<file path="src/rtl/tcr_pkg.sv">
// Shared types and encoding constants of the Thumb code relocator.
package tcr_pkg;

	localparam int QUEUE_DEPTH = 2;
	localparam int PRE_SLOTS   = 12;

	localparam logic [15:0] HW_LDRW_PC_0 = 16'hF8DF;
	localparam logic [15:0] HW_LDRW_PC_1 = 16'hF000;
	localparam logic [15:0] HW_B_SKIP6   = 16'hE003;
	localparam logic [15:0] HW_LDR_LIT   = 16'h4800;
	localparam logic [15:0] HW_B_SKIP2   = 16'hE001;
	localparam logic [15:0] HW_B_SKIP4   = 16'hE002;
	localparam logic [15:0] HW_NOP       = 16'hBF00;
	localparam logic [15:0] HW_ADDW_LR_0 = 16'hF20F;
	localparam logic [15:0] HW_ADDW_LR_1 = 16'h0E09;
	localparam logic [15:0] HW_PUSH      = 16'hB400;
	localparam logic [15:0] HW_POP       = 16'hBC00;
	localparam logic [15:0] HW_BCOND     = 16'hD000;
	localparam logic [15:0] HW_BX_PC     = 16'h4778;
	localparam logic [15:0] HW_TB_HI     = 16'hE8DF;

	// One rewritten instruction: fixed halfwords, an optional literal word,
	// and the return jump when the item closes the run.
	typedef struct packed {
		logic [PRE_SLOTS-1:0][15:0] pre;
		logic [3:0]                 npre;
		logic                       word_en;
		logic                       fill;
		logic [31:0]                word;
		logic                       fin;
		logic [31:0]                ret;
	} tcr_job_t;

endpackage

</file>
<file path="src/rtl/thumb_code_relocator.sv">
// Top level of the Thumb code relocator.
// Feed original Thumb code one halfword per item on the push/full side, in
// address order, with final_halfword set on the last one of the run. Each
// item that completes an instruction yields 2 to 18 result halfwords, read
// from the empty/pop side; run_end marks the last result of that item. The
// first half of a 32-bit instruction yields nothing on its own.
// Results flagged fill_from_memory come in pairs: the host replaces them with
// the word it loads from the address they hold.
// The emitter sends one halfword per cycle while the result ports are free or
// popped, so an item's results go out one after another (2 for a copy, 4 for most
// rewrites, up to 18 for a table branch closing a run). The front end takes
// one item per cycle while its two-entry job queue has room.
// The first result of an item passes through stage 1, the job queue and the
// output register before it reaches the result ports.
// target_address is written on cfg_valid (cfg_ready is always high) and is
// sampled when each halfword is accepted.
// Reset clears the run state, the queue and the output valid flag; a stall on
// pop holds the current result and backs up the queue, then raises full.
module thumb_code_relocator #(
	parameter int MAX_PATCH_HALFWORDS = 64
) (
	input  logic        clk,
	input  logic        arst_n,
	input  logic        cfg_valid,
	output logic        cfg_ready,
	input  logic [31:0] target_address,
	input  logic        push,
	output logic        full,
	input  logic [15:0] code_halfword,
	input  logic        final_halfword,
	output logic        empty,
	input  logic        pop,
	output logic [15:0] out_halfword,
	output logic        fill_from_memory,
	output logic        run_end
);
	import tcr_pkg::*;

	tcr_job_t front_job;
	tcr_job_t head_job;
	logic     front_valid;
	logic     front_ready;
	logic     head_valid;
	logic     head_pop;

	assign cfg_ready = 1'b1;

	tcr_front #(
		.MAX_PATCH_HALFWORDS(MAX_PATCH_HALFWORDS)
	) u_front (
		.clk           (clk),
		.arst_n        (arst_n),
		.cfg_valid     (cfg_valid),
		.target_address(target_address),
		.push          (push),
		.full          (full),
		.code_halfword (code_halfword),
		.final_halfword(final_halfword),
		.job_valid     (front_valid),
		.job_ready     (front_ready),
		.job           (front_job)
	);

	tcr_queue u_queue (
		.clk       (clk),
		.arst_n    (arst_n),
		.in_valid  (front_valid),
		.in_ready  (front_ready),
		.in_job    (front_job),
		.head_valid(head_valid),
		.head_pop  (head_pop),
		.head_job  (head_job)
	);

	tcr_back u_back (
		.clk             (clk),
		.arst_n          (arst_n),
		.job_valid       (head_valid),
		.job_pop         (head_pop),
		.job             (head_job),
		.empty           (empty),
		.pop             (pop),
		.out_halfword    (out_halfword),
		.fill_from_memory(fill_from_memory),
		.run_end         (run_end)
	);

endmodule

</file>
<file path="src/rtl/tcr_front.sv">
// Front end: takes halfwords, pairs 32-bit halves, classifies and builds jobs.
module tcr_front #(
	parameter int MAX_PATCH_HALFWORDS = 64
) (
	input  logic             clk,
	input  logic             arst_n,
	input  logic             cfg_valid,
	input  logic [31:0]      target_address,
	input  logic             push,
	output logic             full,
	input  logic [15:0]      code_halfword,
	input  logic             final_halfword,
	output logic             job_valid,
	input  logic             job_ready,
	output tcr_pkg::tcr_job_t job
);
	import tcr_pkg::*;

	localparam int CW = $clog2(MAX_PATCH_HALFWORDS + 1);
	localparam logic [CW-1:0] MAXC  = CW'(MAX_PATCH_HALFWORDS);
	localparam logic [CW-1:0] LASTC = CW'(MAX_PATCH_HALFWORDS - 1);

	logic [31:0]   target_q;
	logic [15:0]   held_q;
	logic          pending_q;
	logic [CW-1:0] consumed_q;

	logic        valid_s1;
	logic        is32_s1;
	logic [15:0] hi_s1;
	logic [15:0] lo_s1;
	logic [31:0] pc_s1;
	logic [31:0] ret_s1;
	logic        fin_s1;

	logic          accept;
	logic [CW-1:0] pos;
	logic [CW-1:0] newc;
	logic [CW-1:0] start;
	logic          fin;
	logic          hold;
	logic [31:0]   base;
	logic [31:0]   pc_in;
	logic [31:0]   ret_in;

	assign full   = valid_s1 & ~job_ready;
	assign accept = push & ~full;
	assign pos    = (consumed_q >= MAXC) ? LASTC : consumed_q;
	assign newc   = pos + CW'(1);
	assign fin    = final_halfword | (newc >= MAXC);
	assign hold   = ~pending_q & (code_halfword[15:11] >= 5'h1D) & ~fin;
	assign start  = pending_q ? ((pos != '0) ? pos - CW'(1) : '0) : pos;
	assign base   = {target_q[31:1], 1'b0};
	assign pc_in  = base + 32'd4 + 32'({start, 1'b0});
	assign ret_in = base + 32'({newc, 1'b0}) + 32'd1;

	always_ff @(posedge clk or negedge arst_n) begin
		if (!arst_n) begin
			target_q   <= '0;
			held_q     <= '0;
			pending_q  <= 1'b0;
			consumed_q <= '0;
			valid_s1   <= 1'b0;
		end else begin
			if (cfg_valid) begin
				target_q <= target_address;
			end
			if (accept) begin
				if (pending_q) begin
					pending_q <= 1'b0;
				end else if (hold) begin
					held_q    <= code_halfword;
					pending_q <= 1'b1;
				end
				if (fin) begin
					consumed_q <= '0;
					pending_q  <= 1'b0;
				end else begin
					consumed_q <= newc;
				end
			end
			if (accept && !hold) begin
				valid_s1 <= 1'b1;
			end else if (job_ready) begin
				valid_s1 <= 1'b0;
			end
		end
	end

	always_ff @(posedge clk) begin
		if (accept && !hold) begin
			is32_s1 <= pending_q;
			hi_s1   <= held_q;
			lo_s1   <= code_halfword;
			pc_s1   <= pc_in;
			ret_s1  <= ret_in;
			fin_s1  <= fin;
		end
	end

	// classification of the instruction held in stage 1
	logic [31:0] apc;
	logic [31:0] sx9;
	logic [31:0] sx12;
	logic [3:0]  cond;
	logic        s, j1, j2, i1, i2;
	logic [31:0] xc;
	logic [31:0] xu;
	logic [31:0] imm_adr;
	logic [31:0] imm_ldr;
	logic        is_br;
	logic [2:0]  rdn_r;
	logic [3:0]  rdn;
	logic [3:0]  rm;
	logic [2:0]  tr;
	logic [2:0]  rx;

	assign apc     = {pc_s1[31:2], 2'b00};
	assign sx9     = {{23{lo_s1[7]}}, lo_s1[7:0], 1'b0};
	assign sx12    = {{20{lo_s1[10]}}, lo_s1[10:0], 1'b0};
	assign cond    = hi_s1[9:6];
	assign s       = hi_s1[10];
	assign j1      = lo_s1[13];
	assign j2      = lo_s1[11];
	assign i1      = ~(j1 ^ s);
	assign i2      = ~(j2 ^ s);
	assign xc      = {{11{s}}, s, j2, j1, hi_s1[5:0], lo_s1[10:0], 1'b0};
	assign xu      = {{7{s}}, s, i1, i2, hi_s1[9:0], lo_s1[10:0], 1'b0};
	assign imm_adr = {20'd0, hi_s1[10], lo_s1[14:12], lo_s1[7:0]};
	assign imm_ldr = {20'd0, lo_s1[11:0]};
	assign is_br   = (hi_s1[15:11] == 5'b11110) && (lo_s1[15] == 1'b1) &&
		((lo_s1[14] == 1'b1) || (lo_s1[12] == 1'b1) || (cond < 4'hE));
	assign rdn     = {lo_s1[7], lo_s1[2:0]};
	assign rdn_r   = (rdn == 4'd7) ? 3'd6 : 3'd7;
	assign rm      = lo_s1[3:0];
	assign tr      = (rm == 4'd7) ? 3'd6 : 3'd7;
	assign rx      = ((rm == 4'd7) || (rm == 4'd6)) ? 3'd5 : 3'd6;

	always_comb begin
		job         = '0;
		job.fin     = fin_s1;
		job.ret     = ret_s1;
		job.word_en = 1'b1;
		job.pre[0]  = HW_LDRW_PC_0;
		job.pre[1]  = HW_LDRW_PC_1;
		job.npre    = 4'd2;
		if (!is32_s1) begin
			priority if (lo_s1[15:12] == 4'hD && lo_s1[11:8] < 4'hE) begin
				job.pre[0] = lo_s1 & 16'hFF00;
				job.pre[1] = HW_B_SKIP6;
				job.pre[2] = HW_LDRW_PC_0;
				job.pre[3] = HW_LDRW_PC_1;
				job.npre   = 4'd4;
				job.word   = pc_s1 + sx9 + 32'd1;
			end else if (lo_s1[15:11] == 5'b11100) begin
				job.word = pc_s1 + sx12 + 32'd1;
			end else if ((lo_s1 & 16'hFFF8) == HW_BX_PC) begin
				job.word = pc_s1;
			end else if ((lo_s1 & 16'hFF78) == 16'h4478) begin
				job.pre[0] = HW_PUSH | (16'h0001 << rdn_r);
				job.pre[1] = 16'h4802 | {5'd0, rdn_r, 8'd0};
				job.pre[2] = (lo_s1 & 16'hFF87) | {10'd0, rdn_r, 3'd0};
				job.pre[3] = HW_POP | (16'h0001 << rdn_r);
				job.pre[4] = HW_B_SKIP4;
				job.pre[5] = HW_NOP;
				job.npre   = 4'd6;
				job.word   = pc_s1;
			end else if ((lo_s1 & 16'hFF78) == 16'h4678) begin
				job.pre[0] = HW_LDR_LIT | {5'd0, lo_s1[2:0], 8'd0};
				job.pre[1] = HW_B_SKIP2;
				job.word   = pc_s1;
			end else if (lo_s1[15:11] == 5'b10100 || lo_s1[15:11] == 5'b01001) begin
				job.pre[0] = HW_LDR_LIT | {5'd0, lo_s1[10:8], 8'd0};
				job.pre[1] = HW_B_SKIP2;
				job.word   = apc + {22'd0, lo_s1[7:0], 2'b00};
				job.fill   = (lo_s1[15:11] == 5'b01001);
			end else begin
				job.pre[0]  = lo_s1;
				job.pre[1]  = HW_NOP;
				job.word_en = 1'b0;
			end
		end else begin
			priority if (is_br) begin
				job.npre   = 4'd4;
				job.pre[2] = HW_LDRW_PC_0;
				job.pre[3] = HW_LDRW_PC_1;
				if (lo_s1[14]) begin
					job.pre[0] = HW_ADDW_LR_0;
					job.pre[1] = HW_ADDW_LR_1;
				end else if (!lo_s1[12]) begin
					job.pre[0] = HW_BCOND | {4'd0, cond, 8'd0};
					job.pre[1] = HW_B_SKIP6;
				end else begin
					job.pre[0] = HW_LDRW_PC_0;
					job.pre[1] = HW_LDRW_PC_1;
					job.npre   = 4'd2;
				end
				if (lo_s1[14] && !lo_s1[12]) begin
					job.word = apc + {xu[31:2], 2'b00};
				end else if (lo_s1[12]) begin
					job.word = pc_s1 + xu + 32'd1;
				end else begin
					job.word = pc_s1 + xc + 32'd1;
				end
			end else if (((hi_s1 & 16'hFBFF) == 16'hF2AF || (hi_s1 & 16'hFBFF) == 16'hF20F)
				&& !lo_s1[15]) begin
				job.pre[0] = HW_LDR_LIT | {4'd0, lo_s1[11:8], 8'd0};
				job.pre[1] = HW_B_SKIP2;
				job.word   = (hi_s1[7]) ? apc - imm_adr : apc + imm_adr;
			end else if ((hi_s1 & 16'hFF7F) == 16'hF85F) begin
				job.pre[0] = HW_LDR_LIT | {4'd0, lo_s1[15:12], 8'd0};
				job.pre[1] = HW_B_SKIP2;
				job.word   = (hi_s1[7]) ? apc + imm_ldr : apc - imm_ldr;
				job.fill   = 1'b1;
			end else if (hi_s1 == HW_TB_HI && (lo_s1 & 16'h00E0) == 16'h0000) begin
				job.pre[0] = HW_PUSH | (16'h0001 << rx);
				job.pre[1] = 16'h4805 | {5'd0, tr, 8'd0};
				job.pre[2] = 16'h4600 | {9'd0, rm, rx};
				job.pre[3] = 16'hEB00 | {13'd0, tr};
				if (lo_s1[4]) begin
					job.pre[4] = 16'h0040 | {5'd0, rx, 5'd0, rx};
					job.pre[5] = 16'h8800 | {10'd0, rx, rx};
				end else begin
					job.pre[4] = {5'd0, rx, 5'd0, rx};
					job.pre[5] = 16'h7800 | {10'd0, rx, rx};
				end
				job.pre[6]  = 16'hEB00 | {13'd0, tr};
				job.pre[7]  = 16'h0040 | {5'd0, tr, 5'd0, rx};
				job.pre[8]  = 16'h3001 | {5'd0, tr, 8'd0};
				job.pre[9]  = HW_POP | (16'h0001 << rx);
				job.pre[10] = 16'h4700 | {10'd0, tr, 3'd0};
				job.pre[11] = HW_NOP;
				job.npre    = 4'd12;
				job.word    = pc_s1;
			end else begin
				job.pre[0]  = hi_s1;
				job.pre[1]  = lo_s1;
				job.word_en = 1'b0;
			end
		end
	end

	assign job_valid = valid_s1;

endmodule

</file>
<file path="src/rtl/tcr_queue.sv">
// Short job queue between the front end and the emitter.
module tcr_queue (
	input  logic              clk,
	input  logic              arst_n,
	input  logic              in_valid,
	output logic              in_ready,
	input  tcr_pkg::tcr_job_t in_job,
	output logic              head_valid,
	input  logic              head_pop,
	output tcr_pkg::tcr_job_t head_job
);
	import tcr_pkg::*;

	localparam int AW = $clog2(QUEUE_DEPTH);
	localparam int CW = $clog2(QUEUE_DEPTH + 1);

	tcr_job_t      mem_q [QUEUE_DEPTH];
	logic [AW-1:0] wp_q;
	logic [AW-1:0] rp_q;
	logic [CW-1:0] cnt_q;
	logic          wr;
	logic          rd;

	assign in_ready   = (cnt_q != CW'(QUEUE_DEPTH));
	assign head_valid = (cnt_q != '0);
	assign head_job   = mem_q[rp_q];
	assign wr         = in_valid & in_ready;
	assign rd         = head_pop & head_valid;

	always_ff @(posedge clk or negedge arst_n) begin
		if (!arst_n) begin
			wp_q  <= '0;
			rp_q  <= '0;
			cnt_q <= '0;
		end else begin
			if (wr) begin
				wp_q <= (wp_q == AW'(QUEUE_DEPTH - 1)) ? '0 : wp_q + AW'(1);
			end
			if (rd) begin
				rp_q <= (rp_q == AW'(QUEUE_DEPTH - 1)) ? '0 : rp_q + AW'(1);
			end
			cnt_q <= cnt_q + CW'(wr) - CW'(rd);
		end
	end

	always_ff @(posedge clk) begin
		if (wr) begin
			mem_q[wp_q] <= in_job;
		end
	end

endmodule

</file>
<file path="src/rtl/tcr_back.sv">
// Emitter: walks the head job and sends one halfword per cycle while the output is free or popped.
module tcr_back (
	input  logic              clk,
	input  logic              arst_n,
	input  logic              job_valid,
	output logic              job_pop,
	input  tcr_pkg::tcr_job_t job,
	output logic              empty,
	input  logic              pop,
	output logic [15:0]       out_halfword,
	output logic              fill_from_memory,
	output logic              run_end
);
	import tcr_pkg::*;

	logic [4:0]  idx_q;
	logic        out_valid_q;
	logic [4:0]  total;
	logic [4:0]  wend;
	logic [4:0]  rel;
	logic        last;
	logic        advance;
	logic [15:0] hw;
	logic        fl;

	assign wend    = {1'b0, job.npre} + (job.word_en ? 5'd2 : 5'd0);
	assign total   = wend + (job.fin ? 5'd4 : 5'd0);
	assign last    = (idx_q == total - 5'd1);
	assign rel     = idx_q - wend;
	assign advance = job_valid & (~out_valid_q | pop);
	assign job_pop = advance & last;
	assign empty   = ~out_valid_q;

	always_comb begin
		hw = HW_NOP;
		fl = 1'b0;
		priority if (idx_q < {1'b0, job.npre}) begin
			hw = job.pre[idx_q[3:0]];
		end else if (idx_q < wend) begin
			hw = (idx_q == {1'b0, job.npre}) ? job.word[15:0] : job.word[31:16];
			fl = job.fill;
		end else begin
			unique case (rel[1:0])
				2'd0: hw = HW_LDRW_PC_0;
				2'd1: hw = HW_LDRW_PC_1;
				2'd2: hw = job.ret[15:0];
				2'd3: hw = job.ret[31:16];
				default: hw = HW_NOP;
			endcase
		end
	end

	always_ff @(posedge clk or negedge arst_n) begin
		if (!arst_n) begin
			idx_q       <= '0;
			out_valid_q <= 1'b0;
		end else begin
			if (advance) begin
				out_valid_q <= 1'b1;
				idx_q       <= last ? 5'd0 : idx_q + 5'd1;
			end else if (pop) begin
				out_valid_q <= 1'b0;
			end
		end
	end

	always_ff @(posedge clk) begin
		if (advance) begin
			out_halfword     <= hw;
			fill_from_memory <= fl;
			run_end          <= last;
		end
	end

endmodule

</file>
<file path="config.mk">
export PLATFORM = sky130hd
export DESIGN_NAME = thumb_code_relocator
export DESIGN_NICKNAME = d
export VERILOG_FILES = /design/src/rtl/tcr_pkg.sv /design/src/rtl/thumb_code_relocator.sv /design/src/rtl/tcr_front.sv /design/src/rtl/tcr_queue.sv /design/src/rtl/tcr_back.sv
export SDC_FILE = /design/constraint.sdc
export NUM_CORES = 1
export LEC_CHECK = 0
export BUFFER_PORTS_ARGS = -buffer_cell sky130_fd_sc_hd__buf_2
export CAP_MARGIN = 40
export CELL_PAD_IN_SITES_DETAIL_PLACEMENT = 0
export CELL_PAD_IN_SITES_GLOBAL_PLACEMENT = 1
export CORE_MARGIN = 2
export CORE_UTILIZATION = 52
export CTS_BUF_LIST = sky130_fd_sc_hd__clkbuf_2 sky130_fd_sc_hd__clkbuf_4 sky130_fd_sc_hd__clkbuf_8
export CTS_CLUSTER_SIZE = 28
export DETAILED_ROUTE_END_ITERATION = 10
export PLACE_DENSITY_LB_ADDON = 0.1
export SLEW_MARGIN = 40
export SYNTH_ARGS = -nofsm -noshare
export SYNTH_HDL_FRONTEND = slang
export SYNTH_SLANG_ARGS = --single-unit
</file>
<file path="constraint.sdc">
create_clock -name clk -period 8.5 [get_ports clk]
set_input_delay 0.425 -clock clk [delete_from_list [all_inputs] [get_ports clk]]
set_output_delay 0.425 -clock clk [all_outputs]
set_load 0.005 [all_outputs]
</file>
-- After elaboration in Yosys (flattened, before gate mapping)
Memory sizes are Yosys's and may differ from the RTL's.
Index checks and enable logic that the tools add are counted.
- memories kept: 1
- logic and storage cells: 199
- memory bits (writable): 526
- bits of input ports: 54
- register bits after elaboration: 183
- bitwise operators: 21
- equal/unequal tests: 21
- magnitude comparators: 8
- add/sub/neg operators: 29
- reduce and logical (&&, ||, !) cells: 23
- shift operators: 2
- muxes and demuxes: 75
- memories (memory ; depth ; width ; rd ports ; clocked after Yosys merged registers in ; write ports ; line ; RTL):
    u_queue.mem_q ; 2 ; 263 ; 1 ; 0 ; 1 ; tcr_queue.sv:17 ; tcr_job_t mem_q [QUEUE_DEPTH];
- operator list (cell ; number):
    $mux W32 ; 20
    $mux W160 ; 3
    $mux W102 ; 2
    $add A32 B1 Y32 const B ; 5
    $add A32 B32 Y32 ; 5
    $mux W68 ; 2
    $mux W134 ; 1
    $mux W128 ; 1
    $mux W96 ; 1
    $add A32 B12 Y32 ; 2
    $add A32 B8 Y32 ; 2
    $bmux W16 S4 ; 1
    $mux W16 ; 4
    $mux W64 ; 1
    $pmux W16 S4 ; 1
    $sub A32 B12 Y32 ; 2
    $mux W31 ; 2
    $eq A15 B15 Y1 const B ; 3
    $mux W33 ; 1
    $add A32 B10 Y32 ; 1
    $add A32 B3 Y32 const B ; 1
    $shl A1 B3 Y15 const A ; 2
    $mux W29 ; 1
    $mux W7 ; 4
    other kinds (48) ; 111

-- Depth between registers and ports, before layout
Gate-level depths: netlist of run 1.
- depth after elaboration: 10
- depth in mapped cells: 24
- depth with buffers taken out: 23

-- Hierarchy
A second synthesis of run 1 with hierarchy kept.
- cells, all modules: 3729
- area total of the unflattened synthesis: 42784.8 µm²
- by module, submodules not included (module ; cells each ; seq. area each (µm²) ; instances ; area each (µm²)):
    tcr_front ; 2527 ; 4284.1 ; 1 ; 19764.0
    tcr_queue ; 840 ; 15895.2 ; 1 ; 19354.8
    tcr_back ; 360 ; 690.7 ; 1 ; 3654.8
    thumb_code_relocator ; 2 ; 0.0 ; 1 ; 11.3

-- Worst setup path after synthesis of run 1
No wires, ideal clock.
- path kind: flip-flop to flip-flop
- from: register u_queue.cnt_q[1]
- to: memory u_queue.mem_q[0][100] in the netlist's numbering (enable)
- slack: 1.807 ns
- buffers on the path: 0
- cell stages (with the launch flop): 4
- period minus slack after synthesis: 6.693 ns
- data required time: 7.875 ns
- library setup time: 0.625 ns
- arrival: 6.069 ns
- cell sequence: dfrtp_1 > nand2_1 > nand2_1 > nor2_1
- longest elaborated chain between the ends: 4
- ends and longest elaborated chain (element ; line ; RTL):
    start: declaration ; tcr_queue.sv:20 ; logic [CW-1:0] cnt_q;
    start signal: assignment ; tcr_queue.sv:42 ; cnt_q <= cnt_q + CW'(wr) - CW'(rd);
    $ne A2 B2 Y1 ; tcr_queue.sv:24 ; assign in_ready = (cnt_q != CW'(QUEUE_DEPTH));
    $and A1 B1 Y1 ; tcr_queue.sv:27 ; assign wr = in_valid & in_ready;
    $mux W1 ; tcr_queue.sv:47 ; if (wr) begin
    $mux W1 (not written as such) ; tcr_queue.sv:48 ; mem_q[wp_q] <= in_job;
    end: declaration ; tcr_queue.sv:17 ;
Every way passes these cells.

-- Worst setup path after layout of run 1
- from: register u_front.consumed_q[6]
- to: register u_front.pc_s1[30], data pin
- longest elaborated chain between the ends: 6
- elaborated cells between the ends (all ways): 7
- classes of those cells: add/sub (2); order compare (1); mux (3); reduce/logical (1)
- ends and longest elaborated chain (element ; line ; RTL):
    start: declaration ; tcr_front.sv:26 ; logic [CW-1:0] consumed_q;
    start signal: assignment ; tcr_front.sv:79 ; consumed_q <= newc;
    $ge A7 B7 Y1 ; tcr_front.sv:48 ; assign pos = (consumed_q >= MAXC) ? LASTC : consumed_q;
    $mux W7 (*) ; tcr_front.sv:48 ;
    $sub A7 B1 Y7 or $reduce_bool A7 Y1 (tied branches) ; tcr_front.sv:52 ; assign start = pending_q ? ((pos != '0) ? pos - CW'(1) : '0) : pos;
    $mux W7 ; tcr_front.sv:52 ;
    $mux W7 (*) ; tcr_front.sv:52 ;
    $add A32 B8 Y32 (*) ; tcr_front.sv:54 ; assign pc_in = base + 32'd4 + 32'({start, 1'b0});
    via u_front.pc_in[30] ; tcr_front.sv:43 ; logic [31:0] pc_in;
    end signal: assignment ; tcr_front.sv:95 ; pc_s1 <= pc_in;
    end: declaration ; tcr_front.sv:32 ; logic [31:0] pc_s1;
Mark *: on every way through the listed nets, which the timed path passes. The rest lies on a longest branch.
A chain may end at the register's enable or synchronous reset.

==> results.md, run 1 <==
* Status: finished clean
* Setup violations, final at 0
* Synth Instances at 3004
* P&R area growth vs syn at 9.05%
* FF+latch count, synth at 444
* Peak VDD IR at 0.270 mV
* Total GRT Usage at 37.4%
* Largest net degree at the start of global routing at 89
* Post_cts resized at 0
* Port Buf Inserts at 72
* DRT antenna net count at 0
* CTS tree: built
* Register Area at 0.0130 mm^2
* Rows at 88
* Slowest-stage cell, CP: dfrtp_1
* Total congestion overflow at 0
* Ys Warns at 0
* Reg2reg start: u_front.consumed_q[6]$_DFFE_PN0P_
* Post-synthesis adder-cell area fraction at 6.79%
* Worst R2R End: u_front.pc_s1[30]$_DFFE_PP_
* Drc violations at 0
* # fillers at 4936
* Main combinational cell family by area after synthesis: compound AO/OA/AOI/OAI gates
* Ys async rst share at 14.9%
* CTS Buf Count at 60
* CTS clock-pin slew for the worst setup and hold paths at 0.07 ns
* F_max at 187 MHz
* Compound-Gate Fraction of Synth Area at 19.0%
* Wire length of the first global-routing pass at 165000 um
* CP arrival at 5.73 ns
* Setup TNS at 0 ns
* Layout cells sized above 1 at 13.5%
* Post-synth EDFFs at 378
* DR pass1 iterations at 8
* Final nets at 3257
* Hold Crit Class: primary input to flip-flop
* Fin crit period at 5.36 ns
* Final Hold Viols at 0
* Worst-Skew Late Latency at 0.64 ns
* CP most frequent cell: inv_1
* Crit path required time at 8.87 ns
* RSZ-0062 raised after global routing: false
* Yosys top cell area share at 37.8%
* CP Class: flip-flop to flip-flop
* Via count at 26336
* CP max FO at 15
* Crit end category: flip-flop
* Power per Cell Area at 338 mW/mm^2
* Ranking of synthesized cells by area: edfxtp_1 (38%), ha_1 (6.3%), dfrtp_1 (5.5%), a21oi_1 (4.3%), mux4_2 (3.8%)
* Commonest non-fill, non-tap cells in the layout: edfxtp_1 (378), a21oi_1 (259), nand2_1 (249), nor2_1 (212), o21ai_0 (202)
* Post-CTS Setup Bufs at 0
* Mux contribution to synthesized area at 7.29%
* Final slew viol count at 0
* Fin crit share at 63.0%
* DPL Wire Length at 85700 um
* Pleak at 12.3 nW
* Max cap viols at 0
* Antenna violations before repair at 1
* Core footprint at 0.0575 mm^2
* H-Tree Depth at 2
* Yosys top cell by area: edfxtp_1
* Die height at 244 um
* Commonest non-fill, non-tap cell in the layout: edfxtp_1
* Root Buffer: clkbuf_8
* Syn avg cell area at 10.0 um^2
* Overall Power at 0.0111 W
* I/O Pins at 75
* Hold path cells at 2
* GP Congestion at 1.03
* Worst r2r path cells at 23
* Critical Path, Cell by Cell: or2_2 -> inv_1 -> ha_1 -> nand2_1 -> nor3_1 -> inv_1 -> or3_1 -> o221ai_1 -> ha_1 -> inv_1 -> ha_1 -> inv_1 -> fa_1 -> nor2b_1 -> o21ai_0 -> a21boi_0 -> o21a_1 -> o21ai_0 -> nand2b_1 -> nand4_1 -> nor2_1 -> nand4_1 -> xnor2_1
* Longest Clk Path Bufs at 3
* Worst hold path startpoint: target_address[22]
* Unique cell type count in the Yosys netlist at 96
* Post-Synth XOR/XNOR Area at 5.21%
* Seq/Total Area, Yosys at 43.2%
* DR iter-0 viols at 3274
* Die Area at 0.0598 mm^2
* Worst Tran Pin Value at 0.969 ns
* Drt total wl at 114000 um
* Slew HR at 34.7%
* Initial Util at 52.3%
* Synth Cell Area at 0.0301 mm^2
* Sink Count at 444
* Worst Hold Endpoint: u_front.target_q[22]$_DFFE_PN0P_
* Critical Path Start Type: flip-flop
* Post-Synth Simple-Gate Area at 14.8%
* Clk_skew at 0.0320 ns
* Top FF cell, synth: edfxtp_1
* Die X at 244 um
* Vias in the first global route at 24614
* Max stage delay on crit path at 0.54 ns
* DR vias/cell at 6.82
* Reg2Reg Setup Slack at 3.14 ns
* WL/cell at 29.4 um
* ANT cells at 0
* Multi-input gate area at 0.0161 mm^2
[layout make-up]
cell class,instances,share of cell area [%]
Multi-Input combinational cell,2281,49.0
Clock buffer,84,3.24
Timing Repair Buffer,157,3.37
Inverter,100,1.14
Sequential cell,444,39.7
Clock inverter,29,0.607
Tap cell,765,2.92
[through the flow]
| step | utilization, % | instance area, um^2 | setup WS, ns | std cells | hold slack, ns |
|---|---|---|---|---|---|
| after floorplan | - | 30100 | 1.81 | 3006 | 0.129 |
| after detailed placement | 54.4 | 31300 | 3.14 | 3727 | 0.429 |
| after global placement | 54.3 | 31200 | 3.30 | 3726 | 0.426 |
| after global routing | 57.0 | 32800 | 2.69 | 3860 | 0.00415 |
| after CTS | 56.9 | 32700 | 3.12 | 3857 | 0.000413 |
| final | 57.0 | 32800 | 3.14 | 3860 | 0.0373 |
[synthesized netlist by cell type, drive strengths merged (32+ instances only)]
| library cell | number |
|---|---|
| o21ai | 206 |
| xnor2 | 118 |
| nor2 | 218 |
| inv | 100 |
| o211ai | 41 |
| and3 | 32 |
| xor2 | 61 |
| nand3 | 92 |
| a211oi | 41 |
| mux4 | 51 |
| clkbuf | 151 |
| a21oi | 261 |
| edfxtp | 378 |
| a31oi | 38 |
| nor3 | 63 |
| dfrtp | 66 |
| nand4 | 47 |
| ha | 152 |
| nand2b | 39 |
| mux2 | 65 |
| a21o | 58 |
| nand2 | 250 |
[worst max-delay path by stage]
stage,depth (start not counted),to,from
2_1_floorplan,3,u_queue.mem_q[0][100]$_DFFE_PP_,u_queue.cnt_q[1]$_DFF_PN0_
3_3_place_gp,23,u_front.pc_s1[30]$_DFFE_PP_,u_front.consumed_q[6]$_DFFE_PN0P_
3_5_place_dp,19,u_queue.cnt_q[1]$_DFF_PN0_,u_queue.rp_q$_DFFE_PN0P_
4_1_cts,19,u_queue.cnt_q[1]$_DFF_PN0_,u_queue.rp_q$_DFFE_PN0P_
5_1_grt,23,u_front.pc_s1[30]$_DFFE_PP_,u_front.consumed_q[6]$_DFFE_PN0P_
6_report,23,u_front.pc_s1[30]$_DFFE_PP_,u_front.consumed_q[6]$_DFFE_PN0P_
[critical path: cells and delay by family (launching register included)]
family | cells | cell delay, ns
AO/OA/AOI/OAI | 5 | 0.87
XOR/XNOR | 1 | 0.17
adder cells (fa/ha/maj) | 4 | 1.04
buffers and inverters | 4 | 0.35
flip-flops | 1 | 0.54
AND/OR/NAND/NOR | 9 | 2.15
[report_power, final]
| group | switching [W] | total, W | internal [W] |
|---|---|---|---|
| logic | 0.00376 | 0.00571 | 0.00195 |
| registers | 0.000412 | 0.00370 | 0.00329 |
| clock network | 0.000804 | 0.00168 | 0.000876 |
| total | 0.00498 | 0.0111 | 0.00611 |
[logic make-up (layout without fill, tap and decap cells)]
kind of cell | Yosys count | count (layout)
other | 2 | 4
adders and majority gates | 159 | 159
AOI/OAI and AO/OA | 886 | 886
muxes | 147 | 147
buffers and inverters | 281 | 370
DFF | 444 | 444
xor gates and xnor gates | 179 | 179
and+or+nand+nor | 906 | 906
[per-layer routing]
layer,part of all wire [%],vias up,GRT usage (%)
met5,0,-,0
met4,4.1,0,13.6
met3,12,216,9.20
met2,42,1634,53.7
met1,42,12959,54.9
li1,-,11527,-
[flip-flops by register name, indices dropped and copies added (netlist names)]
name	flops
u_front.consumed_q	7
u_front.job_valid	1
u_front.lo_s1	16
u_back.idx_q	5
u_front.held_q	16
u_queue.cnt_q	2
u_front.pending_q	1
u_back.fill_from_memory	1
u_front.hi_s1	16
u_back.out_valid_q	1
u_front.target_q	31
u_front.is32_s1	1
u_queue.rp_q	1
u_front.fin_s1	1
u_queue.wp_q	1
u_front.ret_s1	31
u_back.run_end	1
u_back.out_halfword	16
u_front.pc_s1	31
u_queue.mem_q	264
[repair_timing]
action                                  CTS  global route
hold endpoints to repair                 82             0
hold buffers                             17             0
endpoints found under the setup margin    0             0
Note: power is estimated with default switching activity, not from simulation.
==> run 2: changes to the inputs <==
--- a/config.mk
+++ b/config.mk
@@ -5,12 +5,13 @@
 export SDC_FILE = /design/constraint.sdc
 export NUM_CORES = 1
 export LEC_CHECK = 0
+export ABC_AREA = 1
 export BUFFER_PORTS_ARGS = -buffer_cell sky130_fd_sc_hd__buf_2
 export CAP_MARGIN = 40
 export CELL_PAD_IN_SITES_DETAIL_PLACEMENT = 0
 export CELL_PAD_IN_SITES_GLOBAL_PLACEMENT = 1
 export CORE_MARGIN = 2
-export CORE_UTILIZATION = 52
+export CORE_UTILIZATION = 49
 export CTS_BUF_LIST = sky130_fd_sc_hd__clkbuf_2 sky130_fd_sc_hd__clkbuf_4 sky130_fd_sc_hd__clkbuf_8
 export CTS_CLUSTER_SIZE = 28
 export DETAILED_ROUTE_END_ITERATION = 10
==> constraint.sdc (replaced) <==
create_clock -name clk -period 5.25 [get_ports clk]
set_input_delay 0.2625 -clock clk [delete_from_list [all_inputs] [get_ports clk]]
set_output_delay 0.2625 -clock clk [all_outputs]
set_load 0.005 [all_outputs]
==> results.md, run 2 <==
* Critical Path Start Type: flip-flop (unchanged)
* CTS Buf Count at 66 (was 60)
* Wire length of the first global-routing pass at 197000 um (was 165000 um)
* Critical Path, Cell by Cell: buf_4 -> nand2_1 -> nand2_2 -> xor2_1 -> inv_1 -> ha_1 -> a21o_1 -> a31oi_1 -> clkinv_1 -> o211ai_1 -> o311ai_0 (was or2_2 -> inv_1 -> ha_1 -> nand2_1 -> nor3_1 -> inv_1 -> or3_1 -> o221ai_1 -> ha_1 -> inv_1 -> ha_1 -> inv_1 -> fa_1 -> nor2b_1 -> o21ai_0 -> a21boi_0 -> o21a_1 -> o21ai_0 -> nand2b_1 -> nand4_1 -> nor2_1 -> nand4_1 -> xnor2_1)
* Ys Warns at 0 (unchanged)
* Rows at 95 (was 88)
* Largest register FFs at 264 (unchanged)
* CTS tree: built (unchanged)
* Top FF cell, synth: edfxtp_1 (unchanged)
* Setup TNS at 0 ns (unchanged)
* CP Class: flip-flop to flip-flop (unchanged)
* Clk_skew at 0.0267 ns (was 0.0320 ns)
* Vias in the first global route at 30328 (was 24614)
* Final Hold Viols at 0 (unchanged)
* Fin crit period at 4.24 ns (was 5.36 ns)
* Die Area at 0.0701 mm^2 (was 0.0598 mm^2)
* Seq/Total Area, Yosys at 39.0% (was 43.2%)
* F_max at 236 MHz (was 187 MHz)
* Peak VDD IR at 0.442 mV (was 0.270 mV)
* Worst-Skew Late Latency at 0.63 ns (was 0.64 ns)
* Post_cts resized at 0 (unchanged)
* Overall Power at 0.0184 W (was 0.0111 W)
* Total GRT Usage at 38.3% (was 37.4%)
* DPL Wire Length at 106000 um (was 85700 um)
* Reg2reg start: u_queue.rp_q$_DFFE_PN0P_ (was u_front.consumed_q[6]$_DFFE_PN0P_)
* Die height at 265 um (was 244 um)
* Die X at 265 um (was 244 um)
* Syn avg cell area at 7.38 um^2 (was 10.0 um^2)
* Ranking of synthesized cells by area: edfxtp_1 (34%), nand2_1 (14%), ha_1 (5.7%), inv_1 (5.5%), nor2_1 (5.4%) (was edfxtp_1 (38%), ha_1 (6.3%), dfrtp_1 (5.5%), a21oi_1 (4.3%), mux4_2 (3.8%))
* Largest net degree at the start of global routing at 134 (was 89)
* GP Congestion at 1.07 (was 1.03)
* WL/cell at 24.6 um (was 29.4 um)
* CTS clock-pin slew for the worst setup and hold paths at 0.06 ns (was 0.07 ns)
* # fillers at 6605 (was 4936)
* Commonest non-fill, non-tap cell in the layout: nand2_1 (was edfxtp_1)
* Final slew viol count at 0 (unchanged)
* Reg with most FFs: u_queue.mem_q (unchanged)
* Layout cells sized above 1 at 8.88% (was 13.5%)
* Post-synth EDFFs at 378 (unchanged)
* Initial Util at 49.5% (was 52.3%)
* CP arrival at 4.55 ns (was 5.73 ns)
* Unique cell type count in the Yosys netlist at 76 (was 96)
* Longest Clk Path Bufs at 3 (unchanged)
* Fin crit share at 80.7% (was 63.0%)
* Max cap viols at 0 (unchanged)
* Core footprint at 0.0673 mm^2 (was 0.0575 mm^2)
* Hold Crit Class: primary input to flip-flop (unchanged)
* Synth Instances at 4515 (was 3004)
* Sink Count at 444 (unchanged)
* Cell area after layout at 0.0367 mm^2 (was 0.0328 mm^2)
* Critical path launch point: u_queue.rp_q$_DFFE_PN0P_ (was u_front.consumed_q[6]$_DFFE_PN0P_)
* P&R area growth vs syn at 10.1% (was 9.05%)
* Port Buf Inserts at 72 (unchanged)
* DR pass1 iterations at 7 (was 8)
* CP max FO at 63 (was 15)
* Yosys top cell by area: edfxtp_1 (unchanged)
* Power per Cell Area at 502 mW/mm^2 (was 338 mW/mm^2)
* Worst hold path startpoint: final_halfword (was target_address[22])
* Pleak at 16.5 nW (was 12.3 nW)
* Commonest non-fill, non-tap cells in the layout: nand2_1 (1272), inv_1 (482), nor2_1 (479), edfxtp_1 (378), nand3_1 (343) (was edfxtp_1 (378), a21oi_1 (259), nand2_1 (249), nor2_1 (212), o21ai_0 (202))
* Slowest-stage cell, CP: o211ai_1 (was dfrtp_1)
* Most frequent cell after synthesis: nand2_1 (was edfxtp_1)
* Crit end category: flip-flop (unchanged)
* FF+latch count, synth at 444 (unchanged)
* RSZ-0062 raised after global routing: false (unchanged)
* Drc violations at 0 (unchanged)
* Setup violations, final at 0 (unchanged)
* Max stage delay on crit path at 0.69 ns (was 0.54 ns)
* Synth top cells by count: nand2_1 (1272), inv_1 (484), nor2_1 (481), edfxtp_1 (378), nand3_1 (343) (was edfxtp_1 (378), a21oi_1 (259), nand2_1 (250), nor2_1 (217), o21ai_0 (206))
* Crit path required time at 5.56 ns (was 8.87 ns)
* Slew HR at 33.6% (was 34.7%)
* H-Tree Depth at 3 (was 2)
* Status: finished clean (unchanged)
* Root Buffer: clkbuf_8 (unchanged)
* DR vias/cell at 5.92 (was 6.82)
* DRT antenna net count at 0 (unchanged)
* Drt total wl at 137000 um (was 114000 um)
* Final nets at 4856 (was 3257)
* I/O Pins at 75 (unchanged)
* Placed cell area at 0.0348 mm^2 (was 0.0313 mm^2)
* Synth Cell Area at 0.0333 mm^2 (was 0.0301 mm^2)
* Via count at 32954 (was 26336)
* Antenna violations before repair at 3 (was 1)
* Worst Tran Pin Value at 0.996 ns (was 0.969 ns)
* Final Core Density at 54.5% (was 57.0%)
* DR iter-0 viols at 3896 (was 3274)
* Total congestion overflow at 0 (unchanged)
* Yosys top cell area share at 34.1% (was 37.8%)
* Ys async rst share at 14.9% (unchanged)
run 2: final timing paths:
path,cells past startpoint,endpoint,slack (ns)
max in group asynchronous,3,u_queue.rp_q$_DFFE_PN0P_,4.14
hold / removal,3,u_front.fin_s1$_DFFE_PP_,0.08
hold reg to reg,0,u_queue.mem_q[1][3]$_DFFE_PP_,0.44
min in group asynchronous,3,u_front.held_q[4]$_DFFE_PN0P_,0.24
setup reg to reg,11,u_back.out_halfword[9]$_DFFE_PP_,1.01
setup / recovery,11,u_back.out_halfword[9]$_DFFE_PP_,1.01
run 2: power breakdown:
part / leakage [nW] / internal [W] / switching (W)
Clock: 0.727 / 0.00164 / 0.00134
Sequential: 4.40 / 0.00528 / 0.000757
Combinational: 11.4 / 0.00272 / 0.00668
run 2: kinds of logic (layout without fill, tap and decap cells):
group / Yosys count / count (layout) / share of synthesized area (%)
DFF: 444 / 444 / 39.0
other: 2 / 5 / 0.0225
AOI/OAI and AO/OA: 760 / 760 / 13.2
muxes: 18 / 18 / 0.579
buffers and inverters: 653 / 830 / 7.68
xor gates and xnor gates: 105 / 105 / 2.76
adders and majority gates: 159 / 159 / 6.13
and+or+nand+nor: 2374 / 2374 / 30.6
run 2: timing repair:
item | CTS | global route
buffers inserted | 0 | 0
hold endpoints to repair | 87 | 0
setup endpoints to repair | 0 | 0
hold buffers | 49 | 0
run 2: cell type report:
class / instances / area, um^2 / share of cell area (%)
diodes: 1 / 2.50 / 0.00682
clock buffers: 93 / 1170 / 3.18
clock inverters: 26 / 235 / 0.641
inverters: 516 / 1940 / 5.30
multi-input cells: 3420 / 17800 / 48.5
flip-flops and latches: 444 / 13000 / 35.5
well taps: 873 / 1090 / 2.98
repair buffers: 195 / 1460 / 3.98
run 2: stage by stage:
stage / cells / worst slack, ns / hold WS [ns]
3_3_place_gp: 5395 / 1.12 / 0.103
5_1_grt: 5567 / 0.736 / 0.0536
3_5_place_dp: 5399 / 1.10 / 0.102
4_1_cts: 5567 / 1.10 / 0.0244
2_1_floorplan: 4517 / 0.648 / -0.0331
6_report: 5568 / 1.01 / 0.0763
run 2: critical path, delay by kind of cell (launching register included):
| kind | cells | cell delay [ns] |
|---|---|---|
| buf+inv | 3 | 1.28 |
| fa+ha+maj | 1 | 0.18 |
| xor+xnor | 1 | 0.28 |
| simple gates | 2 | 0.38 |
| compound gates | 4 | 1.31 |
| flops | 1 | 0.47 |
run 2: layer usage:
metal  global-route usage [%]  part of all wire (%)  up-vias
met1                     54.6                    43    15629
met2                     58.5                    43     1650
li1                         -                     -    15446
met3                     7.67                    10      229
met5                        0                     0        -
met4                     12.5                   3.6        0
